### config.mk
export PLATFORM = sky130hd
export DESIGN_NAME = escaped_api_frame_deframer_top
export DESIGN_NICKNAME = d
export VERILOG_FILES = /design/src/eafd_pkg.sv /design/src/eafd_fifo.sv /design/src/eafd_front.sv /design/src/eafd_back.sv /design/src/escaped_api_frame_deframer_top.sv
export VERILOG_INCLUDE_DIRS = /design/src /design/src/src
export SDC_FILE = /design/constraint.sdc
export NUM_CORES = 1
export LEC_CHECK = 0
export ABC_AREA = 1
export BUFFER_PORTS_ARGS = -buffer_cell sky130_fd_sc_hd__buf_2
export CAP_MARGIN = 25
export CORE_MARGIN = 2
export CORE_UTILIZATION = 55
export DETAILED_ROUTE_END_ITERATION = 7
export HOLD_SLACK_MARGIN = 0.1
export PLACE_DENSITY = 0.82
export SKIP_CTS_REPAIR_TIMING = 1
export SLEW_MARGIN = 20
export SYNTH_ARGS = -nofsm -noshare
export SYNTH_HDL_FRONTEND = slang
export SYNTH_SLANG_ARGS = --single-unit
### constraint.sdc
create_clock -name clk -period 4.8 [get_ports clk]
set_input_delay 0.24 -clock clk [delete_from_list [all_inputs] [get_ports clk]]
set_output_delay 0.24 -clock clk [all_outputs]
set_load 0.01 [all_outputs]
### src/escaped_api_frame_deframer_top_macros.svh
// ----------------------------------------------------------------------------
// escaped_api_frame_deframer_top_macros.svh
// Assertion macros used by the deframer parser module (eafd_back).
// ----------------------------------------------------------------------------
`ifndef ESCAPED_API_FRAME_DEFRAMER_TOP_MACROS_SVH
`define ESCAPED_API_FRAME_DEFRAMER_TOP_MACROS_SVH

// Same-cycle implication.
`define EAFD_ASSERT_IMP(lbl, clk, rst_n, ante, cons, msg) \
    lbl: assert property (@(posedge clk) disable iff (!rst_n) (ante) |-> (cons)) \
        else $error(msg);

// Next-cycle implication.
`define EAFD_ASSERT_NXT(lbl, clk, rst_n, ante, cons, msg) \
    lbl: assert property (@(posedge clk) disable iff (!rst_n) (ante) |=> (cons)) \
        else $error(msg);

`endif

### src/eafd_pkg.sv
// ----------------------------------------------------------------------------
// eafd_pkg
// Types and constants of the escaped frame deframer.
// ----------------------------------------------------------------------------
`timescale 1ns / 1ps

package eafd_pkg;

    localparam logic [7:0]  START_BYTE        = 8'h7E;
    localparam logic [7:0]  ESCAPE_BYTE       = 8'h7D;
    localparam logic [7:0]  ESCAPE_XOR        = 8'h20;
    localparam logic [7:0]  SUM_TARGET        = 8'hFF;
    localparam logic [15:0] MAX_PAYLOAD_RESET = 16'd128;

    localparam logic [1:0] KIND_PAYLOAD  = 2'd0;
    localparam logic [1:0] KIND_GOOD     = 2'd1;
    localparam logic [1:0] KIND_BAD_SUM  = 2'd2;
    localparam logic [1:0] KIND_TOO_LONG = 2'd3;

    typedef struct packed {
        logic       is_start;
        logic [7:0] data;
    } tok_t;

    typedef struct packed {
        logic [1:0]  kind;
        logic [7:0]  payload_byte;
        logic [15:0] byte_index;
        logic        last_payload;
        logic [15:0] frame_length;
    } res_t;

endpackage

### src/eafd_fifo.sv
// ----------------------------------------------------------------------------
// eafd_fifo
// Small register queue with push/full and pop/empty sides.
// ----------------------------------------------------------------------------
`timescale 1ns / 1ps

module eafd_fifo #(
    parameter int WIDTH = 8,
    parameter int DEPTH = 2
) (
    input  logic             clk,
    input  logic             rst_n,
    input  logic             push,
    input  logic [WIDTH-1:0] wr_data,
    output logic             full,
    input  logic             pop,
    output logic [WIDTH-1:0] rd_data,
    output logic             empty
);

    localparam int PTR_W = (DEPTH > 1) ? $clog2(DEPTH) : 1;
    localparam int CNT_W = $clog2(DEPTH + 1);

    logic [WIDTH-1:0] mem_reg [DEPTH];
    logic [PTR_W-1:0] wr_ptr_reg, wr_ptr_next;
    logic [PTR_W-1:0] rd_ptr_reg, rd_ptr_next;
    logic [CNT_W-1:0] count_reg, count_next;
    logic             do_push;
    logic             do_pop;

    assign full    = (count_reg == CNT_W'(DEPTH));
    assign empty   = (count_reg == '0);
    assign do_push = push && !full;
    assign do_pop  = pop && !empty;
    assign rd_data = mem_reg[rd_ptr_reg];

    always_comb
    begin
        wr_ptr_next = wr_ptr_reg;
        rd_ptr_next = rd_ptr_reg;
        count_next  = count_reg;
        if (do_push)
        begin
            wr_ptr_next = (wr_ptr_reg == PTR_W'(DEPTH - 1)) ? '0 : wr_ptr_reg + 1'b1;
        end
        if (do_pop)
        begin
            rd_ptr_next = (rd_ptr_reg == PTR_W'(DEPTH - 1)) ? '0 : rd_ptr_reg + 1'b1;
        end
        if (do_push && !do_pop)
        begin
            count_next = count_reg + 1'b1;
        end
        else if (do_pop && !do_push)
        begin
            count_next = count_reg - 1'b1;
        end
    end

    always_ff @(posedge clk or negedge rst_n)
    begin
        if (!rst_n)
        begin
            wr_ptr_reg <= '0;
            rd_ptr_reg <= '0;
            count_reg  <= '0;
        end
        else
        begin
            wr_ptr_reg <= wr_ptr_next;
            rd_ptr_reg <= rd_ptr_next;
            count_reg  <= count_next;
        end
    end

    always_ff @(posedge clk)
    begin
        if (do_push)
        begin
            mem_reg[wr_ptr_reg] <= wr_data;
        end
    end

endmodule

### src/eafd_front.sv
// ----------------------------------------------------------------------------
// eafd_front
// Accept raw bytes, strip escapes and classify into start or data tokens.
// ----------------------------------------------------------------------------
`timescale 1ns / 1ps

module eafd_front (
    input  logic              clk,
    input  logic              rst_n,
    input  logic              push,
    input  logic [7:0]        rx_byte,
    output logic              full,
    input  logic              tok_full,
    output logic              tok_push,
    output eafd_pkg::tok_t    tok_data
);

    logic escape_reg, escape_next;
    logic accept;
    logic is_start;
    logic is_escape;

    assign full      = tok_full;
    assign accept    = push && !tok_full;
    assign is_start  = (rx_byte == eafd_pkg::START_BYTE);
    assign is_escape = (rx_byte == eafd_pkg::ESCAPE_BYTE);
    assign tok_push  = accept && !is_escape;

    always_comb
    begin
        tok_data.is_start = is_start;
        tok_data.data     = escape_reg ? (rx_byte ^ eafd_pkg::ESCAPE_XOR) : rx_byte;
        escape_next       = escape_reg;
        if (accept)
        begin
            escape_next = is_escape;
        end
    end

    always_ff @(posedge clk or negedge rst_n)
    begin
        if (!rst_n)
        begin
            escape_reg <= 1'b0;
        end
        else
        begin
            escape_reg <= escape_next;
        end
    end

endmodule

### src/eafd_back.sv
// ----------------------------------------------------------------------------
// eafd_back
// Parse tokens into header, payload and checksum; produce result transactions.
// ----------------------------------------------------------------------------
`timescale 1ns / 1ps

`include "escaped_api_frame_deframer_top_macros.svh"

module eafd_back (
    input  logic              clk,
    input  logic              rst_n,
    input  logic [15:0]       max_payload,
    input  logic              tok_empty,
    input  eafd_pkg::tok_t    tok_data,
    output logic              tok_pop,
    input  logic              res_full,
    output logic              res_push,
    output eafd_pkg::res_t    res_data
);

    localparam logic [2:0] ST_HUNT   = 3'd0;
    localparam logic [2:0] ST_LEN_HI = 3'd1;
    localparam logic [2:0] ST_LEN_LO = 3'd2;
    localparam logic [2:0] ST_DATA   = 3'd3;
    localparam logic [2:0] ST_CKSUM  = 3'd4;

    logic [2:0]  state_reg, state_next;
    logic [15:0] len_reg, len_next;
    logic [15:0] rem_reg, rem_next;
    logic [7:0]  sum_reg, sum_next;
    logic        has_result;
    logic [15:0] len_full;
    logic [7:0]  sum_add;

    assign tok_pop  = !tok_empty && !res_full;
    assign res_push = tok_pop && has_result;
    assign len_full = {len_reg[15:8], tok_data.data};
    assign sum_add  = sum_reg + tok_data.data;

    always_comb
    begin
        state_next = state_reg;
        len_next   = len_reg;
        rem_next   = rem_reg;
        sum_next   = sum_reg;
        has_result = 1'b0;
        res_data   = '0;
        res_data.frame_length = len_reg;
        if (tok_data.is_start)
        begin
            state_next = ST_LEN_HI;
        end
        else
        begin
            case (state_reg)
                ST_LEN_HI:
                begin
                    len_next   = {tok_data.data, 8'h00};
                    state_next = ST_LEN_LO;
                end
                ST_LEN_LO:
                begin
                    len_next = len_full;
                    if (len_full > max_payload)
                    begin
                        state_next            = ST_HUNT;
                        has_result            = 1'b1;
                        res_data.kind         = eafd_pkg::KIND_TOO_LONG;
                        res_data.frame_length = len_full;
                    end
                    else
                    begin
                        sum_next   = '0;
                        rem_next   = len_full;
                        state_next = (len_full != '0) ? ST_DATA : ST_CKSUM;
                    end
                end
                ST_DATA:
                begin
                    has_result            = 1'b1;
                    res_data.kind         = eafd_pkg::KIND_PAYLOAD;
                    res_data.payload_byte = tok_data.data;
                    res_data.byte_index   = len_reg - rem_reg;
                    res_data.last_payload = (rem_reg <= 16'd1);
                    sum_next              = sum_add;
                    if (rem_reg != '0)
                    begin
                        rem_next = rem_reg - 1'b1;
                    end
                    if (rem_reg <= 16'd1)
                    begin
                        state_next = ST_CKSUM;
                    end
                end
                ST_CKSUM:
                begin
                    sum_next      = sum_add;
                    state_next    = ST_HUNT;
                    has_result    = 1'b1;
                    res_data.kind = (sum_add == eafd_pkg::SUM_TARGET) ?
                                    eafd_pkg::KIND_GOOD : eafd_pkg::KIND_BAD_SUM;
                end
                default:
                begin
                    state_next = ST_HUNT;
                end
            endcase
        end
    end

    always_ff @(posedge clk or negedge rst_n)
    begin
        if (!rst_n)
        begin
            state_reg <= ST_HUNT;
            len_reg   <= '0;
            rem_reg   <= '0;
            sum_reg   <= '0;
        end
        else if (tok_pop)
        begin
            state_reg <= state_next;
            len_reg   <= len_next;
            rem_reg   <= rem_next;
            sum_reg   <= sum_next;
        end
    end

    `EAFD_ASSERT_IMP(a_data_has_bytes, clk, rst_n, state_reg == ST_DATA, rem_reg != '0,
        "payload state with no bytes remaining")
    `EAFD_ASSERT_IMP(a_push_has_room, clk, rst_n, res_push, !res_full,
        "result pushed into a full queue")
    `EAFD_ASSERT_NXT(a_last_to_cksum, clk, rst_n,
        tok_pop && !tok_data.is_start && state_reg == ST_DATA && rem_reg == 16'd1,
        state_reg == ST_CKSUM, "last payload byte did not lead to checksum")
    `EAFD_ASSERT_NXT(a_start_to_hdr, clk, rst_n, tok_pop && tok_data.is_start,
        state_reg == ST_LEN_HI, "start token did not restart header parsing")

endmodule

### src/escaped_api_frame_deframer_top.sv
// ----------------------------------------------------------------------------
// escaped_api_frame_deframer_top
// Deframer for 0x7E-delimited, 0x7D-escaped frames with an additive checksum.
// ----------------------------------------------------------------------------
// Takes one received byte per clock while full is low and returns at most one
// result per byte, so a steady stream of one byte per cycle passes without
// stalling while the result side keeps popping. The front stage strips
// escapes into a token queue, and the parser pops a token and pushes its
// result into the result queue at the same edge; the result can then be
// popped from the result queue. Both queues are TOK_DEPTH and RES_DEPTH
// entries deep; full rises only when the result side stops popping and both
// queues have filled. Payload bytes are delivered as they arrive, so the
// consumer must discard a frame whose closing status is not "frame good".
// ----------------------------------------------------------------------------
`timescale 1ns / 1ps

module escaped_api_frame_deframer_top #(
    parameter int TOK_DEPTH = 2,
    parameter int RES_DEPTH = 2
) (
    input  logic        clk,
    input  logic        rst_n,
    input  logic        cfg_wr_en,
    input  logic [15:0] cfg_wr_data,
    input  logic        push,
    input  logic [7:0]  rx_byte,
    output logic        full,
    input  logic        pop,
    output logic        empty,
    output logic [1:0]  kind,
    output logic [7:0]  payload_byte,
    output logic [15:0] byte_index,
    output logic        last_payload,
    output logic [15:0] frame_length
);

    logic [15:0]    max_payload_reg;
    logic           tok_push;
    logic           tok_full;
    logic           tok_empty;
    logic           tok_pop;
    eafd_pkg::tok_t tok_wr;
    eafd_pkg::tok_t tok_rd;
    logic           res_push;
    logic           res_full;
    eafd_pkg::res_t res_wr;
    eafd_pkg::res_t res_rd;

    always_ff @(posedge clk or negedge rst_n)
    begin
        if (!rst_n)
        begin
            max_payload_reg <= eafd_pkg::MAX_PAYLOAD_RESET;
        end
        else if (cfg_wr_en)
        begin
            max_payload_reg <= cfg_wr_data;
        end
    end

    eafd_front u_front (
        .clk      (clk),
        .rst_n    (rst_n),
        .push     (push),
        .rx_byte  (rx_byte),
        .full     (full),
        .tok_full (tok_full),
        .tok_push (tok_push),
        .tok_data (tok_wr)
    );

    eafd_fifo #(
        .WIDTH ($bits(eafd_pkg::tok_t)),
        .DEPTH (TOK_DEPTH)
    ) u_tok_fifo (
        .clk     (clk),
        .rst_n   (rst_n),
        .push    (tok_push),
        .wr_data (tok_wr),
        .full    (tok_full),
        .pop     (tok_pop),
        .rd_data (tok_rd),
        .empty   (tok_empty)
    );

    eafd_back u_back (
        .clk         (clk),
        .rst_n       (rst_n),
        .max_payload (max_payload_reg),
        .tok_empty   (tok_empty),
        .tok_data    (tok_rd),
        .tok_pop     (tok_pop),
        .res_full    (res_full),
        .res_push    (res_push),
        .res_data    (res_wr)
    );

    eafd_fifo #(
        .WIDTH ($bits(eafd_pkg::res_t)),
        .DEPTH (RES_DEPTH)
    ) u_res_fifo (
        .clk     (clk),
        .rst_n   (rst_n),
        .push    (res_push),
        .wr_data (res_wr),
        .full    (res_full),
        .pop     (pop),
        .rd_data (res_rd),
        .empty   (empty)
    );

    assign kind         = res_rd.kind;
    assign payload_byte = res_rd.payload_byte;
    assign byte_index   = res_rd.byte_index;
    assign last_payload = res_rd.last_payload;
    assign frame_length = res_rd.frame_length;

endmodule
==> impl_metrics.py, run 1 <==
metrics = {
    "status": {
        "outcome": "complete, no violations",
    },
    "pwr": {
        "leakage_nw": 4.842,
        "ir_drop_uv": 333.8,
        "p_per_area_nw_per_um2": 651.2,
        "p_total_mw": 6.771,
    },
    "worst_setup_path": {
        "path_cells": "nand2_1 > o21ai_1 > inv_1 > ha_1 > nand2_1 > nor2_1 > nand2_1 > nand2_1 > nand2_1 > nand2_1 > nand3_1 > nand2_1 > nand2_1 > nor2_4 > buf_4",
        "crit_path_frequent_cell": "nand2_1",
        "crit_required_ns": 4.86,
        "cp_slowest_cell": "dfrtp_1",
        "cp-end-kind": "flop",
        "crit_path_start_kind": "flop",
        "cp.arrival_ns": 3.62,
        "worstPathMaxFanout": 43,
        "path_class": "flop to flop",
        "cp_slowest_stage_delay_ns": 0.65,
    },
    "sta": {
        "skew_ns": 0.008220,
        "slew-limit-headroom": 0.4000,
        "slew_viol_final": 0,
        "min_period_ns": 3.554,
        "fin_crit_sh": 0.7403,
        "fin_setup_tns_ns": 0,
        "rsz0062_at_grt": "false",
        "setup_viol": 0,
        "fmax_ghz": 0.2814,
        "fin_ws_ns": 1.246,
        "finalHoldViolCount": 0,
        "worst_pin_slew_ns": 0.9001,
    },
    "yosys": {
        "ys.warnings.count": 0,
        "ys_seq_elements": 172,
        "netlist_instances": 1008,
        "synth-seq-area-share": 0.5360,
        "synth_edf_count": 104,
        "synth_area_leaders": "edfxtp_1 (35%), dfrtp_1 (19%), nand2_1 (14%)",
        "synth_top_area_frac": 0.3469,
        "synth_area_um2": 9004,
        "syn_nets": 1081,
        "synth_cell_types": 45,
        "async_flop_share": 0.3953,
        "yosys.area.top_type": "edfxtp_1",
        "ys.flop_type": "edfxtp_1",
        "synth.avg_cell_area_um2": 8.932,
    },
    "grt": {
        "grt.overflow.total": 0,
        "grt_pass1_vias": 6631,
        "antenna_found_initial": 0,
        "grt_pass1_wl_mm": 32.20,
        "grt_max_degree": 69,
        "grt_usage": 0.2335,
    },
    "cells_and_area": {
        "nFillCells": 1305,
        "drive_gt1_frac": 0.1321,
        "area_growth_pct": 15.48,
        "largest_reg_flops": 86,
        "final_nets": 1180,
        "antenna_cells": 0,
    },
    "clock_network": {
        "clkTransAtPathRegs_ns": 0.06,
        "root_buffer": "clkbuf_16",
        "clk_latency_ns": 0.43,
        "h-tree-depth": 4,
        "tritoncts": "built",
        "numCtsBuffers": 17,
        "clockBufferDepth": 2,
        "cts_sinks": 172,
    },
    "routing": {
        "dr_wl_met2_mm": 9.582,
        "route.detailed.drc": 0,
        "wl_met3_mm": 1.194,
        "routed.top_layer": "met4",
        "drtPass1Iterations": 6,
        "drt_iter0_drc": 608,
        "antenna_left": 0,
        "met1Wirelength_mm": 8.686,
        "via_per_inst": 5.329,
        "routed_wl_mm": 20.01,
        "vias": 7119,
        "wl_per_cell_um": 14.98,
    },
    "die": {
        "die-area_um2": 17410,
        "fp-row-count": 46,
        "ios": 74,
        "start_util": 0.5647,
        "core_um2": 15940,
        "die_x_um": 131.9,
        "die_y_um": 131.9,
    },
    "placement": {
        "place_hpwl_mm": 13.85,
        "port_buffers": 73,
        "gp_congestion": 0.9620,
        "pre_cts_ws_ns": 1.304,
    },
    "flow_run": {
        "maxCapViolCount": 0,
    },
    "min_path": {
        "hp-class": "input port to flop",
    },
}
## logic make-up after synthesis
group / count (synthesis) / share of synthesized area
buffers and inverters: 137 / 0.06087
adder cells (fa/ha/maj): 44 / 0.06281
XOR/XNOR: 20 / 0.01946
AND/OR/NAND/NOR: 484 / 0.2237
AO/OA/AOI/OAI: 150 / 0.09589
multiplexers: 1 / 0.001251
flip-flops: 172 / 0.5360
## area by class of cell
class	count	area [µm²]	area share
inverter	114	427.9	0.04116
clock buffer	20	436.7	0.04200
multi-input combinational	699	3637	0.3498
clock inverter	12	148.9	0.01432
sequential	172	4826	0.4641
tap	216	270.3	0.02599
timing repair buffer	103	650.6	0.06258
## path summary, 6_finish.rpt
kind,startpoint,end,slack (ns),cells past startpoint
max,u_tok_fifo.rd_ptr_reg$_DFFE_PN0P_,u_res_fifo.mem_reg[1][9]$_DFFE_PP_,1.25,15
min,pop,u_res_fifo.rd_ptr_reg$_DFFE_PN0P_,0.15,3
max reg2reg,u_tok_fifo.rd_ptr_reg$_DFFE_PN0P_,u_res_fifo.mem_reg[1][9]$_DFFE_PP_,1.25,15
min reg2reg,u_res_fifo.wr_ptr_reg$_DFFE_PN0P_,u_res_fifo.wr_ptr_reg$_DFFE_PN0P_,0.47,2
max in group asynchronous,rst_n,u_back.rem_reg[13]$_DFFE_PN0P_,3.65,3
min in group asynchronous,rst_n,u_front.escape_reg$_DFFE_PN0P_,0.57,3
## through the flow
step / util / hold WS (ns) / cells / instance area, µm²
final: 0.6522 / 0.1475 / 1336 / 10400
after floorplan: - / -0.05559 / 1008 / 9004
after CTS: 0.6371 / -0.004087 / 1312 / 10160
after detailed placement: 0.6004 / 0.4486 / 1280 / 9572
after global routing: 0.6522 / 0.1374 / 1336 / 10400
after global placement: 0.6004 / 0.4406 / 1280 / 9572
## worst max-delay path, delay by kind of cell (launching register included)
| kind | cells | cell delay, ns |
|---|---|---|
| flip-flops | 1 | 0.65 |
| AND/OR/NAND/NOR | 11 | 1.24 |
| adder cells (fa/ha/maj) | 1 | 0.32 |
| buffers and inverters | 2 | 0.61 |
| AO/OA/AOI/OAI | 1 | 0.33 |
## per-layer routing
layer  track usage  up-vias
met5             0        -
met4       0.09239        0
met3       0.05383       41
met2        0.3756      251
met1        0.3086     3309
li1              -     3518
## cell usage in the layout, fill, tap and decap left out, types with 3 or more instances in the layout
| cell | instances |
|---|---|
| nand2_1 | 325 |
| inv_1 | 110 |
| edfxtp_1 | 104 |
| nor2_1 | 75 |
| buf_2 | 73 |
| o21ai_0 | 68 |
| dfrtp_1 | 67 |
| ha_1 | 42 |
| a21oi_1 | 39 |
| nand3_1 | 35 |
| dlygate4sd3_1 | 24 |
| clkbuf_16 | 17 |
| nand4_1 | 16 |
| xor2_1 | 15 |
| o21ai_2 | 13 |
| o22ai_1 | 10 |
| nor3_1 | 9 |
| buf_4 | 6 |
| nand2_2 | 5 |
| nor2_2 | 5 |
| xnor2_1 | 5 |
| inv_2 | 4 |
| a21boi_0 | 4 |
| nor2_4 | 4 |
| o21ai_1 | 3 |
| o21bai_1 | 3 |
| nor3b_1 | 3 |
| a21o_1 | 3 |
| bufinv_16 | 3 |
| clkinv_2 | 3 |
| clkbuf_1 | 3 |
| clkinvlp_4 | 3 |
## synthesized netlist by cell type, types with 2 or more instances
cell type	instances
nor2_4	3
buf_2	3
nor2_1	76
o21ai_1	3
nand2_2	5
fa_1	2
nand4_1	16
o21bai_1	3
or2_2	2
nor3_1	9
inv_1	110
edfxtp_1	104
nand3_1	35
a21oi_1	39
inv_2	4
xor2_1	15
nand2_1	325
o21ai_2	13
clkbuf_1	16
nor3b_1	3
o21ai_0	68
o22ai_1	10
buf_6	2
xnor2_1	5
nor2_2	5
dfrtp_1	67
a21boi_0	4
ha_1	42
a21o_1	3
## where the power goes
group	internal, mW	switching, mW
clock	0.814	0.552
combinational	1.08	2.11
sequential	1.94	0.279
total	3.83	2.94
No activity file was read; power rests on OpenSTA's default activity.
==> inputs of run 2 (changes only) <==
Clock period 4.8 ns to 3.5 ns, I/O delays scaled along.
==> run 2 against run 1 <==
Register-to-register slack lost 0.86 ns. Critical endpoint is now u_res_fifo.count_reg[1]$_DFFE_PN0P_. Highest routed layer unchanged. Clock power grew 40%. Via count shrank 0.59%.
==> impl_metrics.py, run 2 (same netlist as run 1, synthesis figures left out) <==
metrics = {
    "routing": {
        "route.detailed.drc": 0,
        "routed_wl_mm": 19.97,
        "drtPass1Iterations": 5,
        "antenna_left": 0,
        "wl_per_cell_um": 14.92,
        "vias": 7077,
        "via_per_inst": 5.285,
        "drt_iter0_drc": 521,
    },
    "min_path": {
        "hp-class": "input port to flop",
    },
    "worst_setup_path": {
        "path_cells": "o21ai_2 > inv_1 > ha_1 > nand2_1 > inv_1 > nand2_1 > nand2_1 > nand2_1 > nand2_1 > nand2_1 > nand2_1 > nand3_1 > nand2_1 > nand2_1 > inv_1 > ha_1 > a21oi_1 > o21ai_0 > xor2_1",
        "cp_num_buf_inv": 3,
        "crit_path_start_kind": "flop",
        "cp_slowest_stage_delay_ns": 0.50,
        "crit_required_ns": 3.82,
        "cp.arrival_ns": 3.44,
        "cp_slowest_cell": "dfrtp_2",
        "crit_path_frequent_cell": "nand2_1",
        "worstPathMaxFanout": 14,
        "cp_top_family": "simple AND/OR/NAND/NOR gates",
        "cp-end-kind": "flop",
        "path_class": "flop to flop",
    },
    "grt": {
        "grt_usage": 0.2389,
        "grt_pass1_wl_mm": 32.90,
        "antenna_found_initial": 0,
        "grt_pass1_vias": 6721,
        "grt.overflow.total": 0,
        "grt_max_degree": 45,
    },
    "cells_and_area": {
        "layout_common_cells": "nand2_1 (325), inv_1 (110), edfxtp_1 (104)",
        "regArea_um2": 4827,
        "largest_reg_flops": 86,
        "area_growth_pct": 16.18,
        "antenna_cells": 0,
        "final_area_um2": 10460,
        "nFillCells": 1304,
        "multi_input_area_um2": 3637,
        "final_nets": 1183,
        "post-route-util": 0.6561,
        "drive_gt1_frac": 0.1362,
        "final_cells": 1339,
        "final_common_cell": "nand2_1",
    },
    "sta": {
        "worst_pin_slew_ns": 0.8313,
        "min_period_ns": 3.118,
        "fmax_ghz": 0.3207,
        "fin_crit_sh": 0.8910,
        "slew-limit-headroom": 0.4438,
        "fin_setup_tns_ns": 0,
        "rsz0062_at_grt": "false",
        "skew_ns": 0.01257,
        "slew_viol_final": 0,
        "finalHoldViolCount": 0,
        "setup_viol": 0,
    },
    "clock_network": {
        "h-tree-depth": 4,
        "root_buffer": "clkbuf_16",
        "cts_sinks": 172,
        "tritoncts": "built",
        "clockBufferDepth": 2,
        "clk_latency_ns": 0.44,
        "numCtsBuffers": 17,
        "clkTransAtPathRegs_ns": 0.07,
    },
    "die": {
        "start_util": 0.5647,
        "fp-row-count": 46,
        "die-area_um2": 17410,
        "die_x_um": 131.9,
        "core_um2": 15940,
        "ios": 74,
        "die_y_um": 131.9,
    },
    "placement": {
        "place_hpwl_mm": 13.77,
        "dp.cells": 1282,
        "gp_congestion": 0.9197,
        "port_buffers": 73,
        "post_dp_cell_area_um2": 9612,
    },
    "pwr": {
        "ir_drop_uv": 478.5,
        "p_per_area_nw_per_um2": 897.0,
        "leakage_nw": 4.872,
        "p_total_mw": 9.383,
    },
    "status": {
        "outcome": "complete, no violations",
    },
    "flow_run": {
        "maxCapViolCount": 0,
    },
}
## run 2: cell count changes in the layout (fill, tap and decap cells not counted), sizes merged
cell	previous run	this run
buf	79	81
clkbuf	20	19
clkinv	6	4
clkinvlp	3	2
dlygate4sd3	24	25
inv	114	118
## run 2: report_power, final
part / leakage [nW] / total (mW) / internal, mW / switching (mW)
clock: 0.289 / 1.92 / 1.13 / 0.792
combinational: 2.76 / 4.42 / 1.51 / 2.91
sequential: 1.83 / 3.04 / 2.65 / 0.389
total: 4.87 / 9.38 / 5.29 / 4.09
## run 2: worst paths after layout
check,slack [ns],from,endpoint,cells past startpoint
max,0.38,u_tok_fifo.rd_ptr_reg$_DFFE_PN0P_,u_res_fifo.count_reg[1]$_DFFE_PN0P_,19
min,0.08,pop,u_res_fifo.rd_ptr_reg$_DFFE_PN0P_,3
max reg2reg,0.38,u_tok_fifo.rd_ptr_reg$_DFFE_PN0P_,u_res_fifo.count_reg[1]$_DFFE_PN0P_,19
min reg2reg,0.49,u_res_fifo.wr_ptr_reg$_DFFE_PN0P_,u_res_fifo.wr_ptr_reg$_DFFE_PN0P_,2
max in group asynchronous,2.16,rst_n,max_payload_reg[7]$_DFFE_PN1P_,3
min in group asynchronous,0.34,rst_n,u_front.escape_reg$_DFFE_PN0P_,2
## run 2: layout make-up
class	count	area share
flip-flops and latches	172	0.4615
multi-input cells	699	0.3477
repair buffers	106	0.06699
clock buffers	19	0.04139
inverters	114	0.04091
well taps	216	0.02584
clock inverters	13	0.01567
## run 2: routing by layer
metal  up-vias  global-route usage  wire length [µm]
li1       3533                   -                 -
met1      3297              0.3129              8785
met2       208              0.3976              9692
met3        39             0.04691              1071
met4         0             0.08635               425
met5         -                   0                 0
## run 2: per-stage QoR
step                      hold slack (ns)  setup slack [ns]
after CTS                         -0.1908            0.3049
after global routing               0.1160           0.09698
after floorplan                   -0.1206          0.008501
after detailed placement           0.2571            0.3324
final                             0.08184            0.3817
after global placement             0.2672            0.4268
## run 2: worst reg2reg max path: cells and delay by family (launching register included)
family | cells | cell delay, ns
compound gates | 3 | 0.56
xor+xnor | 1 | 0.15
fa+ha+maj | 2 | 0.62
buf+inv | 3 | 0.25
flops | 1 | 0.50
simple gates | 10 | 0.89
==> inputs of run 3 (changes only) <==
Clock period 3.5 ns to 3.6 ns, I/O delays scaled along.
==> run 3 against run 2 <==
Count of clock-buffer cells in the layout is 2 lower. Sequential share of layout area up 0.13 points. Largest power group unchanged. Routed wire length up 0.43%. Flip-flop and latch count stayed put. Die area stayed put. Largest cell class unchanged.
==> impl_metrics.py, run 3 (same netlist as run 1, synthesis figures left out) <==
metrics = {
    "sta": {
        "min_period_ns": 3.310,
        "slew_viol_final": 0,
        "fin_ws_ns": 0.2898,
        "fin_setup_tns_ns": 0,
        "fin_crit_sh": 0.9195,
        "skew_ns": 0.008448,
        "slew-limit-headroom": 0.4472,
        "setup_viol": 0,
        "finalHoldViolCount": 0,
        "worst_pin_slew_ns": 0.8261,
        "fmax_ghz": 0.3021,
        "rsz0062_at_grt": "false",
    },
    "worst_setup_path": {
        "ff2ff_path_depth": 18,
        "worstPathMaxFanout": 14,
        "timing.rr.start": "u_tok_fifo.rd_ptr_reg$_DFFE_PN0P_",
        "cp-end-kind": "flop",
        "r2r-end": "u_res_fifo.count_reg[1]$_DFFE_PN0P_",
        "reg2reg_slack_ns": 0.29,
        "crit_required_ns": 3.91,
        "cp.arrival_ns": 3.63,
        "crit_path_start_kind": "flop",
        "path_class": "flop to flop",
    },
    "cells_and_area": {
        "layout_common_cells": "nand2_1 (325), inv_1 (110), edfxtp_1 (104)",
        "final_nets": 1183,
        "drive_gt1_frac": 0.1371,
        "area_growth_pct": 15.81,
        "final_common_cell": "nand2_1",
        "final_cells": 1339,
        "largest_reg_flops": 86,
        "antenna_cells": 0,
    },
    "min_path": {
        "min_path_cells": 3,
        "holdCritStartpoint": "pop",
        "holdPathEnd": "u_res_fifo.rd_ptr_reg$_DFFE_PN0P_",
        "hp-class": "input port to flop",
    },
    "die": {
        "start_util": 0.5647,
        "die_y_um": 131.9,
        "die_x_um": 131.9,
        "ios": 74,
        "fp-row-count": 46,
        "die-area_um2": 17410,
        "core_um2": 15940,
    },
    "routing": {
        "via_per_inst": 5.299,
        "route.detailed.drc": 0,
        "vias": 7096,
        "drtPass1Iterations": 5,
        "wl_per_cell_um": 14.98,
        "antenna_left": 0,
        "drt_iter0_drc": 596,
        "routed_wl_mm": 20.06,
    },
    "status": {
        "outcome": "complete, no violations",
    },
    "placement": {
        "port_buffers": 73,
        "pre_cts_ws_ns": 0.3992,
        "place_hpwl_mm": 14.02,
        "dp.cells": 1282,
        "gp_congestion": 0.8987,
    },
    "clock_network": {
        "tritoncts": "built",
        "h-tree-depth": 4,
        "clockBufferDepth": 2,
        "root_buffer": "clkbuf_16",
        "numCtsBuffers": 17,
        "clk_latency_ns": 0.44,
        "clkTransAtPathRegs_ns": 0.07,
        "cts_sinks": 172,
    },
    "grt": {
        "grt_pass1_wl_mm": 33.14,
        "grt.overflow.total": 0,
        "antenna_found_initial": 0,
        "grt_max_degree": 45,
        "grt_pass1_vias": 6926,
        "grt_usage": 0.2409,
    },
    "pwr": {
        "leakage_nw": 4.852,
        "ir_drop_uv": 420.4,
        "p_per_area_nw_per_um2": 865.7,
    },
    "flow_run": {
        "maxCapViolCount": 0,
    },
}
==> run 3: cell types whose count changed in the layout (fill, tap and decap cells not counted), moves of 2 or more <==
cell,delta
clkinv_4,+2
clkbuf_1,-2
clkinvlp_4,+2
bufinv_16,-2
==> run 3: metrics by stage <==
step           hold slack [ns]  area [µm²]    util  total power [mW]
6_report                0.1064       10430  0.6541             9.027
5_1_grt                 0.1335       10430  0.6541             9.794
4_1_cts                -0.2015       10180  0.6384             8.996
3_5_place_dp            0.2616        9612  0.6029             7.196
3_3_place_gp            0.2684        9612  0.6029             7.071
2_1_floorplan          -0.1156        9006       -             6.012
==> run 3: area by class of cell <==
type,count,area (µm²)
Sequential cell,172,4826
Clock inverter,15,140.1
Multi-Input combinational cell,699,3637
Fill cell,1247,5515
Inverter,114,427.9
Clock buffer,17,425.4
Timing Repair Buffer,106,700.7
Tap cell,216,270.3
==> run 3: how the worst max path moves through the flow <==
stage,depth (start not counted),start,slack [ns],end
finish,18,u_tok_fifo.rd_ptr_reg$_DFFE_PN0P_,0.29,u_res_fifo.count_reg[1]$_DFFE_PN0P_
global route,18,u_tok_fifo.rd_ptr_reg$_DFFE_PN0P_,0.01,u_res_fifo.count_reg[1]$_DFFE_PN0P_
CTS,18,u_tok_fifo.rd_ptr_reg$_DFFE_PN0P_,0.37,u_res_fifo.count_reg[1]$_DFFE_PN0P_
detailed placement,18,u_tok_fifo.rd_ptr_reg$_DFFE_PN0P_,0.40,u_res_fifo.count_reg[1]$_DFFE_PN0P_
global placement,19,u_tok_fifo.rd_ptr_reg$_DFFE_PN0P_,0.52,u_res_fifo.count_reg[1]$_DFFE_PN0P_
floorplan,16,u_tok_fifo.rd_ptr_reg$_DFFE_PN0P_,0.11,u_res_fifo.mem_reg[1][0]$_DFFE_PP_
==> run 3: metal layers <==
layer  GRT usage  share of wire  vias to the layer above
met1      0.3066           0.44                     3310
met4      0.1057          0.030                        0
met2      0.3993           0.48                      209
met3     0.05113          0.050                       51
li1            -              -                     3526
met5           0              0                        -
==> run 3: critical path, cell delays in order (launching register included) <==
cell and delay, ns:
dfrtp_1 0.63, inv_2 0.15, nand2_1 0.09, nand2_1 0.23
ha_1 0.38, nand2_1 0.05, nor2_1 0.13, nand2_1 0.07
nand2_1 0.05, nand2_1 0.04, nand2_1 0.12, nand3_1 0.20
nand2_1 0.18, nand2_1 0.13, inv_1 0.08, ha_1 0.25
a21oi_1 0.13, o21ai_0 0.11, xor2_1 0.15
==> run 3: report_power, final <==
part	switching, mW	internal [mW]	leakage [nW]
clock	0.806	0.961	0.267
combinational	2.83	1.47	2.76
sequential	0.378	2.58	1.83
total	4.02	5.01	4.85
